===== config.mk =====
export PLATFORM = sky130hd
export DESIGN_NAME = udp_arp_frame_header_generator_unit_flat
export DESIGN_NICKNAME = d
export VERILOG_FILES = /design/src/rtl/uahg_pkg.sv /design/src/rtl/uahg_if.sv /design/src/rtl/udp_arp_frame_header_generator_unit.sv /design/src/rtl/uahg_front.sv /design/src/rtl/uahg_fifo.sv /design/src/rtl/uahg_back.sv /design/src/flat_wrapper.sv
export SDC_FILE = /design/constraint.sdc
export NUM_CORES = 1
export LEC_CHECK = 0
export ABC_AREA = 1
export BUFFER_PORTS_ARGS = -buffer_cell sky130_fd_sc_hd__buf_4
export CAP_MARGIN = 20
export CORE_UTILIZATION = 35
export CTS_CLUSTER_DIAMETER = 60
export DETAILED_ROUTE_END_ITERATION = 8
export PLACE_DENSITY_LB_ADDON = 0.3
export SETUP_SLACK_MARGIN = 0.02
export SLEW_MARGIN = 20
export SYNTH_ARGS = -nofsm -noshare
export SYNTH_HDL_FRONTEND = slang
export SYNTH_HIERARCHICAL = 1
export SYNTH_SLANG_ARGS = --single-unit

===== constraint.sdc =====
create_clock -name clk_i -period 10.85 [get_ports clk_i]
set_input_delay 3.255 -clock clk_i [delete_from_list [all_inputs] [get_ports clk_i]]
set_output_delay 3.255 -clock clk_i [all_outputs]
set_load 0.005 [all_outputs]

===== src/rtl/uahg_pkg.sv =====
// shared types, constants and header word selection for the frame header generator
package uahg_pkg;

  localparam int unsigned MAC_W   = 48;
  localparam int unsigned IP_W    = 32;
  localparam int unsigned PORT_W  = 16;
  localparam int unsigned WORD_W  = 16;
  localparam int unsigned POS_W   = 5;
  localparam int unsigned SUM_W   = 19;
  localparam int unsigned CFG_IDX_W = 2;
  localparam int unsigned CFG_DATA_W = 48;

  // register indexes of the configuration port
  localparam logic [CFG_IDX_W-1:0] CFG_OWN_MAC  = 2'd0;
  localparam logic [CFG_IDX_W-1:0] CFG_OWN_IP   = 2'd1;
  localparam logic [CFG_IDX_W-1:0] CFG_OWN_PORT = 2'd2;

  // frame kinds
  localparam logic FUNC_UDP = 1'b0;
  localparam logic FUNC_ARP = 1'b1;

  localparam logic [WORD_W-1:0] ETHTYPE_IPV4  = 16'h0800;
  localparam logic [WORD_W-1:0] ETHTYPE_ARP   = 16'h0806;
  localparam logic [WORD_W-1:0] ARP_HTYPE     = 16'h0001;
  localparam logic [WORD_W-1:0] ARP_HLEN_PLEN = 16'h0604;
  localparam logic [WORD_W-1:0] ARP_OP_REPLY  = 16'h0002;
  localparam logic [WORD_W-1:0] IP_VER_IHL    = 16'h4500;
  localparam logic [WORD_W-1:0] IP_TTL_PROTO  = 16'h4011;
  localparam logic [WORD_W-1:0] PAD_WORD0     = 16'h794d;
  localparam logic [WORD_W-1:0] PAD_WORD1     = 16'h6569;
  localparam logic [WORD_W-1:0] PAD_WORD2     = 16'h4950;
  localparam logic [WORD_W-1:0] IP_LEN_ADD    = 16'd34;
  localparam logic [WORD_W-1:0] UDP_LEN_ADD   = 16'd14;

  localparam logic [POS_W-1:0] UDP_LAST_POS = 5'd23;
  localparam logic [POS_W-1:0] ARP_LAST_POS = 5'd20;

  typedef struct packed {
    logic [MAC_W-1:0]  own_mac;
    logic [IP_W-1:0]   own_ip;
    logic [PORT_W-1:0] own_port;
  } own_cfg_t;

  typedef struct packed {
    logic              func;
    logic [MAC_W-1:0]  peer_mac;
    logic [IP_W-1:0]   peer_ip;
    logic [PORT_W-1:0] peer_port;
    logic [WORD_W-1:0] ip_len;
    logic [WORD_W-1:0] udp_len;
    logic [SUM_W-1:0]  csum_sum;
  } req_desc_t;

  function automatic logic is_last_pos(input logic func, input logic [POS_W-1:0] pos);
    is_last_pos = (func == FUNC_UDP) ? (pos == UDP_LAST_POS) : (pos == ARP_LAST_POS);
  endfunction

  function automatic logic [WORD_W-1:0] hdr_word_f(input req_desc_t d, input own_cfg_t c,
                                                   input logic [POS_W-1:0] pos);
    logic [16:0] fold1;
    logic [16:0] fold2;
    logic [WORD_W-1:0] csum;
    logic [WORD_W-1:0] w;
    // two folds are enough for a sum below 2^19
    fold1 = {1'b0, d.csum_sum[15:0]} + {14'd0, d.csum_sum[18:16]};
    fold2 = {1'b0, fold1[15:0]} + {16'd0, fold1[16]};
    csum  = ~fold2[15:0];
    w     = '0;
    case (pos)
      5'd0: w = d.peer_mac[47:32];
      5'd1: w = d.peer_mac[31:16];
      5'd2: w = d.peer_mac[15:0];
      5'd3: w = c.own_mac[47:32];
      5'd4: w = c.own_mac[31:16];
      5'd5: w = c.own_mac[15:0];
      default: begin
        if (d.func == FUNC_UDP) begin
          case (pos)
            5'd6:  w = ETHTYPE_IPV4;
            5'd7:  w = IP_VER_IHL;
            5'd8:  w = d.ip_len;
            5'd11: w = IP_TTL_PROTO;
            5'd12: w = csum;
            5'd13: w = c.own_ip[31:16];
            5'd14: w = c.own_ip[15:0];
            5'd15: w = d.peer_ip[31:16];
            5'd16: w = d.peer_ip[15:0];
            5'd17: w = c.own_port;
            5'd18: w = d.peer_port;
            5'd19: w = d.udp_len;
            5'd21: w = PAD_WORD0;
            5'd22: w = PAD_WORD1;
            5'd23: w = PAD_WORD2;
            default: w = '0;
          endcase
        end else begin
          case (pos)
            5'd6:  w = ETHTYPE_ARP;
            5'd7:  w = ARP_HTYPE;
            5'd8:  w = ETHTYPE_IPV4;
            5'd9:  w = ARP_HLEN_PLEN;
            5'd10: w = ARP_OP_REPLY;
            5'd11: w = c.own_mac[47:32];
            5'd12: w = c.own_mac[31:16];
            5'd13: w = c.own_mac[15:0];
            5'd14: w = c.own_ip[31:16];
            5'd15: w = c.own_ip[15:0];
            5'd16: w = d.peer_mac[47:32];
            5'd17: w = d.peer_mac[31:16];
            5'd18: w = d.peer_mac[15:0];
            5'd19: w = d.peer_ip[31:16];
            5'd20: w = d.peer_ip[15:0];
            default: w = '0;
          endcase
        end
      end
    endcase
    hdr_word_f = w;
  endfunction

endpackage


===== src/rtl/uahg_if.sv =====
// request and header word channel interfaces
interface uahg_req_if;
  logic        valid;
  logic        ready;
  logic        func;
  logic [47:0] peer_mac;
  logic [31:0] peer_ip;
  logic [15:0] peer_port;
  logic [15:0] payload_len;

  modport source (output valid, func, peer_mac, peer_ip, peer_port, payload_len,
                  input ready);
  modport sink (input valid, func, peer_mac, peer_ip, peer_port, payload_len,
                output ready);
endinterface

interface uahg_hdr_if;
  logic        valid;
  logic        ready;
  logic [15:0] hdr_word;
  logic [4:0]  word_pos;
  logic        is_last;

  modport source (output valid, hdr_word, word_pos, is_last, input ready);
  modport sink (input valid, hdr_word, word_pos, is_last, output ready);
endinterface


===== src/rtl/udp_arp_frame_header_generator_unit.sv =====
// UDP/IPv4 and ARP reply frame header generator, top level
// Usage:
//   req_i carries one request per handshake: frame kind (0 UDP/IPv4, 1 ARP
//   reply), peer MAC, peer IP, peer port and payload length.
//   hdr_o carries the header as 16-bit words, high byte first, each with its
//   position and a last flag. A UDP request gives 24 words, an ARP reply 21.
//   own MAC, IP and port are set through the write port (index 0, 1, 2;
//   others ignored) by the user only while idle; the block does not enforce.
// Timing:
//   An accepted request is first written into the descriptor queue; its
//   words then go through the single output word register, one per cycle
//   while hdr_o.ready is high, until the last word; back-to-back requests
//   follow with no gap. The descriptor queue holds FifoDepth requests, so
//   requests are taken while an earlier header is still going out.
// Reset:
//   Clears the queue, the output valid and the own address registers.
// Stall:
//   When hdr_o.ready is low the current word holds; once the queue fills,
//   req_i.ready drops until the back end frees an entry.
module udp_arp_frame_header_generator_unit import uahg_pkg::*; #(
  parameter int unsigned FifoDepth = 2
) (
  input  logic                  clk_i,
  input  logic                  rst_ni,
  input  logic                  cfg_we_i,
  input  logic [CFG_IDX_W-1:0]  cfg_idx_i,
  input  logic [CFG_DATA_W-1:0] cfg_wdata_i,
  uahg_req_if.sink              req_i,
  uahg_hdr_if.source            hdr_o
);

  logic      push, pop, q_full, q_empty;
  req_desc_t wr_desc, rd_desc;
  own_cfg_t  own_cfg;

  uahg_front u_front (
    .clk_i       (clk_i),
    .rst_ni      (rst_ni),
    .cfg_we_i    (cfg_we_i),
    .cfg_idx_i   (cfg_idx_i),
    .cfg_wdata_i (cfg_wdata_i),
    .req_i       (req_i),
    .q_full_i    (q_full),
    .push_o      (push),
    .desc_o      (wr_desc),
    .cfg_o       (own_cfg)
  );

  uahg_fifo #(
    .Depth (FifoDepth)
  ) u_fifo (
    .clk_i   (clk_i),
    .rst_ni  (rst_ni),
    .push_i  (push),
    .wdata_i (wr_desc),
    .pop_i   (pop),
    .rdata_o (rd_desc),
    .full_o  (q_full),
    .empty_o (q_empty)
  );

  uahg_back u_back (
    .clk_i     (clk_i),
    .rst_ni    (rst_ni),
    .desc_i    (rd_desc),
    .q_empty_i (q_empty),
    .cfg_i     (own_cfg),
    .pop_o     (pop),
    .hdr_o     (hdr_o)
  );

endmodule


===== src/rtl/uahg_front.sv =====
// front end: configuration registers, request acceptance and descriptor build
module uahg_front import uahg_pkg::*; (
  input  logic                  clk_i,
  input  logic                  rst_ni,
  input  logic                  cfg_we_i,
  input  logic [CFG_IDX_W-1:0]  cfg_idx_i,
  input  logic [CFG_DATA_W-1:0] cfg_wdata_i,
  uahg_req_if.sink              req_i,
  input  logic                  q_full_i,
  output logic                  push_o,
  output req_desc_t             desc_o,
  output own_cfg_t              cfg_o
);

  own_cfg_t cfg_q, cfg_d;

  always_comb begin
    cfg_d = cfg_q;
    if (cfg_we_i) begin
      case (cfg_idx_i)
        CFG_OWN_MAC:  cfg_d.own_mac  = cfg_wdata_i[MAC_W-1:0];
        CFG_OWN_IP:   cfg_d.own_ip   = cfg_wdata_i[IP_W-1:0];
        CFG_OWN_PORT: cfg_d.own_port = cfg_wdata_i[PORT_W-1:0];
        default:      cfg_d = cfg_q;
      endcase
    end
  end

  always_ff @(posedge clk_i or negedge rst_ni) begin
    if (!rst_ni) begin
      cfg_q <= '0;
    end else begin
      cfg_q <= cfg_d;
    end
  end

  logic [WORD_W-1:0] ip_len;
  logic [WORD_W-1:0] udp_len;

  assign ip_len  = req_i.payload_len + IP_LEN_ADD;
  assign udp_len = req_i.payload_len + UDP_LEN_ADD;

  assign req_i.ready = ~q_full_i;
  assign push_o      = req_i.valid & ~q_full_i;

  always_comb begin
    desc_o.func      = req_i.func;
    desc_o.peer_mac  = req_i.peer_mac;
    desc_o.peer_ip   = req_i.peer_ip;
    desc_o.peer_port = req_i.peer_port;
    desc_o.ip_len    = ip_len;
    desc_o.udp_len   = udp_len;
    // raw ipv4 header sum, folded later when the checksum word goes out
    desc_o.csum_sum  = SUM_W'(IP_VER_IHL) + SUM_W'(IP_TTL_PROTO) + SUM_W'(ip_len)
                     + SUM_W'(cfg_q.own_ip[31:16]) + SUM_W'(cfg_q.own_ip[15:0])
                     + SUM_W'(req_i.peer_ip[31:16]) + SUM_W'(req_i.peer_ip[15:0]);
  end

  assign cfg_o = cfg_q;

endmodule


===== src/rtl/uahg_fifo.sv =====
// short descriptor queue between front and back end
module uahg_fifo import uahg_pkg::*; #(
  parameter int unsigned Depth = 2
) (
  input  logic      clk_i,
  input  logic      rst_ni,
  input  logic      push_i,
  input  req_desc_t wdata_i,
  input  logic      pop_i,
  output req_desc_t rdata_o,
  output logic      full_o,
  output logic      empty_o
);

  localparam int unsigned PtrW = (Depth > 1) ? $clog2(Depth) : 1;
  localparam int unsigned CntW = $clog2(Depth + 1);
  localparam logic [PtrW-1:0] LastPtr = PtrW'(Depth - 1);
  localparam logic [CntW-1:0] FullCnt = CntW'(Depth);

  req_desc_t mem_q [Depth];
  logic [PtrW-1:0] wr_ptr_q, wr_ptr_d, rd_ptr_q, rd_ptr_d;
  logic [CntW-1:0] cnt_q, cnt_d;
  logic do_push, do_pop;

  assign full_o  = (cnt_q == FullCnt);
  assign empty_o = (cnt_q == '0);
  assign do_push = push_i & ~full_o;
  assign do_pop  = pop_i & ~empty_o;
  assign rdata_o = mem_q[rd_ptr_q];

  always_comb begin
    wr_ptr_d = wr_ptr_q;
    rd_ptr_d = rd_ptr_q;
    cnt_d    = cnt_q;
    if (do_push) begin
      wr_ptr_d = (wr_ptr_q == LastPtr) ? '0 : wr_ptr_q + 1'b1;
    end
    if (do_pop) begin
      rd_ptr_d = (rd_ptr_q == LastPtr) ? '0 : rd_ptr_q + 1'b1;
    end
    if (do_push && !do_pop) begin
      cnt_d = cnt_q + 1'b1;
    end else if (do_pop && !do_push) begin
      cnt_d = cnt_q - 1'b1;
    end
  end

  always_ff @(posedge clk_i or negedge rst_ni) begin
    if (!rst_ni) begin
      wr_ptr_q <= '0;
      rd_ptr_q <= '0;
      cnt_q    <= '0;
    end else begin
      wr_ptr_q <= wr_ptr_d;
      rd_ptr_q <= rd_ptr_d;
      cnt_q    <= cnt_d;
    end
  end

  always_ff @(posedge clk_i) begin
    if (do_push) begin
      mem_q[wr_ptr_q] <= wdata_i;
    end
  end

endmodule


===== src/rtl/uahg_back.sv =====
// back end: walks the queued request word by word into the output register
module uahg_back import uahg_pkg::*; (
  input  logic      clk_i,
  input  logic      rst_ni,
  input  req_desc_t desc_i,
  input  logic      q_empty_i,
  input  own_cfg_t  cfg_i,
  output logic      pop_o,
  uahg_hdr_if.source hdr_o
);

  logic [POS_W-1:0]  pos_q, pos_d;
  logic              out_valid_q, out_valid_d;
  logic [WORD_W-1:0] out_word_q;
  logic [POS_W-1:0]  out_pos_q;
  logic              out_last_q;
  logic              load;
  logic              last;

  // a request is queued and the output slot is free or being drained this cycle
  assign load  = ~q_empty_i & (~out_valid_q | hdr_o.ready);
  assign last  = is_last_pos(desc_i.func, pos_q);
  assign pop_o = load & last;

  always_comb begin
    pos_d       = pos_q;
    out_valid_d = out_valid_q;
    if (load) begin
      pos_d       = last ? '0 : pos_q + 1'b1;
      out_valid_d = 1'b1;
    end else if (hdr_o.ready) begin
      out_valid_d = 1'b0;
    end
  end

  always_ff @(posedge clk_i or negedge rst_ni) begin
    if (!rst_ni) begin
      pos_q       <= '0;
      out_valid_q <= 1'b0;
    end else begin
      pos_q       <= pos_d;
      out_valid_q <= out_valid_d;
    end
  end

  always_ff @(posedge clk_i) begin
    if (load) begin
      out_word_q <= hdr_word_f(desc_i, cfg_i, pos_q);
      out_pos_q  <= pos_q;
      out_last_q <= last;
    end
  end

  assign hdr_o.valid    = out_valid_q;
  assign hdr_o.hdr_word = out_word_q;
  assign hdr_o.word_pos = out_pos_q;
  assign hdr_o.is_last  = out_last_q;

endmodule

===== src/flat_wrapper.sv =====
// flat-port wrapper written by rule: the top's interface ports become plain ports
module udp_arp_frame_header_generator_unit_flat import uahg_pkg::*;
#(
  parameter int unsigned FifoDepth = 2
)
  (clk_i, rst_ni, cfg_we_i, cfg_idx_i, cfg_wdata_i, req_i_valid, req_i_func, req_i_peer_mac, req_i_peer_ip, req_i_peer_port, req_i_payload_len, req_i_ready, hdr_o_valid, hdr_o_hdr_word, hdr_o_word_pos, hdr_o_is_last, hdr_o_ready);
  uahg_req_if req_i_i ();
  uahg_hdr_if hdr_o_i ();
  input  logic clk_i;
  input  logic rst_ni;
  input  logic cfg_we_i;
  input  logic [CFG_IDX_W-1:0] cfg_idx_i;
  input  logic [CFG_DATA_W-1:0] cfg_wdata_i;
  input wire logic [$bits(req_i_i.valid)-1:0] req_i_valid;
  input wire logic [$bits(req_i_i.func)-1:0] req_i_func;
  input wire logic [$bits(req_i_i.peer_mac)-1:0] req_i_peer_mac;
  input wire logic [$bits(req_i_i.peer_ip)-1:0] req_i_peer_ip;
  input wire logic [$bits(req_i_i.peer_port)-1:0] req_i_peer_port;
  input wire logic [$bits(req_i_i.payload_len)-1:0] req_i_payload_len;
  output wire logic [$bits(req_i_i.ready)-1:0] req_i_ready;
  output wire logic [$bits(hdr_o_i.valid)-1:0] hdr_o_valid;
  output wire logic [$bits(hdr_o_i.hdr_word)-1:0] hdr_o_hdr_word;
  output wire logic [$bits(hdr_o_i.word_pos)-1:0] hdr_o_word_pos;
  output wire logic [$bits(hdr_o_i.is_last)-1:0] hdr_o_is_last;
  input wire logic [$bits(hdr_o_i.ready)-1:0] hdr_o_ready;
  assign req_i_i.valid = req_i_valid;
  assign req_i_i.func = req_i_func;
  assign req_i_i.peer_mac = req_i_peer_mac;
  assign req_i_i.peer_ip = req_i_peer_ip;
  assign req_i_i.peer_port = req_i_peer_port;
  assign req_i_i.payload_len = req_i_payload_len;
  assign req_i_ready = req_i_i.ready;
  assign hdr_o_valid = hdr_o_i.valid;
  assign hdr_o_hdr_word = hdr_o_i.hdr_word;
  assign hdr_o_word_pos = hdr_o_i.word_pos;
  assign hdr_o_is_last = hdr_o_i.is_last;
  assign hdr_o_i.ready = hdr_o_ready;
  udp_arp_frame_header_generator_unit #(.FifoDepth(FifoDepth)) u_core (.clk_i(clk_i), .rst_ni(rst_ni), .cfg_we_i(cfg_we_i), .cfg_idx_i(cfg_idx_i), .cfg_wdata_i(cfg_wdata_i), .req_i(req_i_i), .hdr_o(hdr_o_i));
endmodule

==> results.txt <==
Synth Area in Compound Gates: 7.62%
Num ports: 192
Worst endpoint required time: 11.19 ns
Drt pass-1 iters: 8
Clk sink count: 424
Pre-CTS setup slack: 3.81 ns
Final wirelength: 79600 um
Via count: 18100
Setup Buffers After CTS: 0
Worst Tran Pin Value: 1.00 ns
Worst r2r path cells: 23
Total Power: 0.00751 W
Buf+Inv Stages, Crit Path: 4
Critical Path Fanout Max: 6
First-pass GRT wire length: 116000 um
Clock power frac: 22.1%
Layout Utilization: 40.2%
Die X: 261 um
Fin. Hold Viols: 0
Die H: 261 um
Core Area: 66100 sq um
Post-synthesis simple-gate area fraction: 20.4%
Crit path cell chain: buf_4 > nand4_1 > nand2_2 > nand2_1 > nor2_1 > xor2_1 > ha_1 > fa_1 > inv_1 > fa_1 > inv_1 > ha_1 > nand2_1 > inv_1 > nand2_1 > nand2_1 > a21oi_1 > nand2_1 > nand2_1 > nand2_1
Post-route clock period utilization: 59.7%
Finished layout cell area: 26600 sq um
Mux share of post-synthesis cell area: 1.02%
Crit path max-delay family: adder cells
Worst Clk Skew: 0.0267 ns
Net Count, Synth: 2820
Crit. End Element: register
Num CTS Buffers: 50
Critical path's slowest cell: fa_1
Synth Flop Type: edfxtp_1
EDFF count, synth: 318
GPL Wtd Cong: 0.977
FF-to-FF setup slack: 5.17 ns
Synth top area share: 40.6%
Final setup TNS: 0 ns
Setup violators final: 0
Dpl cell area: 25000 sq um
Drt first-iter violations: 2017
End point of the critical path: u_core/u_fifo/mem_q[1][17]
Power Dens Cells: 283 nW/um^2
Clock tree buffer depth: 3
Yosys synthesis warning count: 6
Root buf cell: clkbuf_16
# DRC: 6
Hold buffers post-CTS: 0
Ratio of cells with drive above 1 in the final layout: 14.0%
Slew Viols, Final: 0
Pin count of the biggest net entering global routing: 149
Slowest stage delay, CP: 0.53 ns
NetSw: 0.00324 W
Critical Path Start: req_i_payload_len[3]
CP arrival: 6.81 ns
I/O Buffers: 191
Synth Register Bits: 424
Top cells by area, synth: edfxtp_1 41%, nand2_1 15%, dfrtp_1 11%
Int Pwr: 0.00427 W
Stages on worst setup path: 20
Starting Density: 35.6%
Violations in the final reports: DRC
Max IR drop VDD: 0.000164 V
Comb power frac: 43.5%
Full die area: 68200 sq um
Htree depth: 2
Leakage power: 12.1 nW
Worst r2r dst: u_core/u_back/hdr_o.hdr_word[14]
Leading area contributor after synthesis: edfxtp_1
Min cycle time layout: 6.48 ns
Placed wire-length estimate: 59400 um
R2r startpoint: u_core/u_fifo/rd_ptr_q
F_max: 0.154 GHz
Netlist cell types: 49
Final ANT Viol Nets: 0
Fillers: 6563
RSZ-0062 raised after global routing: false
Final #Nets: 2902
Sequential Power Share: 34.5%
Async SR Flop Fraction: 25.0%
Clk_lat worst skew: 0.61 ns
Syn Std Cell Area: 23500 sq um
Max-cap violations: 0
Critical Path Source Type: input port
Sw Ratio: 43.2%
Synth Instances: 2556
Mapped Avg Cell Area: 9.20 sq um
Post-synth top cells: 940 x nand2_1, 327 x inv_1, 318 x edfxtp_1, 123 x o21ai_0, 107 x buf_4
XOR/XNOR Fraction of Synth Area: 1.34%
Critical path class: input port to register
Initial antenna violation count: 2
Most Frequent Cell on Critical Path: nand2_1
FP Rows: 94
Seq/Total Area, Yosys: 51.9%
Vias/cell: 5.10
Status: finished, violations left
Largest family of logic cells by synthesized area: simple AND/OR/NAND/NOR gates
Area share of fa/ha/maj cells after synthesis: 6.67%
Vias in the first global route: 17500
Area Growth Syn to Fin: 12.9%
Clk slew on worst S/H paths: 0.06 ns
Routed len/inst: 22.5 um
GRT overflow: 0
Most numerous cell in the Yosys netlist: nand2_1
Post-cts resize count: 0
Worst min path class: register to register
Clock tree from TritonCTS: done
Tot GR Track Use: 23.3%
Worst slew margin: 32.3%
Final worst setup slack: 4.37 ns
worst min-delay path by stage:
stage                                 startpoint  cells past startpoint                              end
after floorplan           u_core/u_back/pos_q[4]                      0  u_core/u_back/hdr_o.word_pos[4]
final                     u_core/u_fifo/wr_ptr_q                      2           u_core/u_fifo/wr_ptr_q
after global routing      u_core/u_fifo/wr_ptr_q                      2           u_core/u_fifo/wr_ptr_q
after global placement    u_core/u_fifo/wr_ptr_q                      2           u_core/u_fifo/wr_ptr_q
after CTS                 u_core/u_fifo/wr_ptr_q                      2           u_core/u_fifo/wr_ptr_q
after detailed placement  u_core/u_fifo/wr_ptr_q                      2           u_core/u_fifo/wr_ptr_q
through the flow:
stage	cells	hold slack, ns
after detailed placement	3450	0.476
after global routing	3544	0.515
after floorplan	2556	0.420
after CTS	3543	0.493
after global placement	3450	0.467
final	3544	0.484
cells by family after synthesis:
| group | Yosys count |
|---|---|
| compound gates | 283 |
| buf+inv | 530 |
| mux | 16 |
| simple gates | 1171 |
| fa+ha+maj | 96 |
| flops | 424 |
| xor+xnor | 36 |
cells in the final DEF (no fill, tap or decap), drive strengths merged, types with 47 or more instances in the layout:
cell	count
fa	49
clkbuf	64
a221oi	56
nand3	75
o21ai	135
inv	351
edfxtp	318
nand2	960
nor2	85
buf	213
dfrtp	106
ha	47
worst min-delay path, cell delays in order, from the launching register on:
cell and delay (ns):
dfrtp_1 0.34, nand2_1 0.06, nand2_1 0.06
metal layers:
metal | vias to the layer above | part of all wire, % | track usage [%]
met3 | 166 | 7.7 | 3.94
met4 | 0 | 4.2 | 9.53
li1 | 8416 | - | -
met1 | 8714 | 42 | 31.7
met2 | 780 | 46 | 36.8
met5 | - | 0 | 0
layout make-up:
cell class	instances	area (sq um)	share of cell area, %
multi-input combinational	1602	8750	32.9
clock buffer	64	1320	4.98
tap	864	1080	4.07
timing repair buffer	213	1610	6.07
inverter	347	1310	4.94
antenna	1	2.50	0.00942
sequential	424	12200	46.0
clock inverter	29	278	1.05
registers in the layout (all words and copies together) (netlist names):
name	count
u_core/u_fifo/cnt_q	2
u_core/u_front/cfg_o	96
u_core/u_back/hdr_o.word_pos	5
u_core/u_fifo/rd_ptr_q	1
u_core/u_back/hdr_o.hdr_word	16
u_core/u_back/hdr_o.is_last	1
u_core/u_fifo/mem_q	296
u_core/u_back/pos_q	5
u_core/u_fifo/wr_ptr_q	1
u_core/u_back/hdr_o.valid	1
power groups by stage:
stage	Sequential (W)	Clock [W]	Combinational [W]
floorplan	0.00257	0	0.00217
global placement	0.00261	0	0.00320
detailed placement	0.00263	0	0.00323
CTS	0.00259	0.00169	0.00325
global route	0.00263	0.00176	0.00361
finish	0.00259	0.00166	0.00326
No activity file was read; power rests on OpenSTA's default activity.
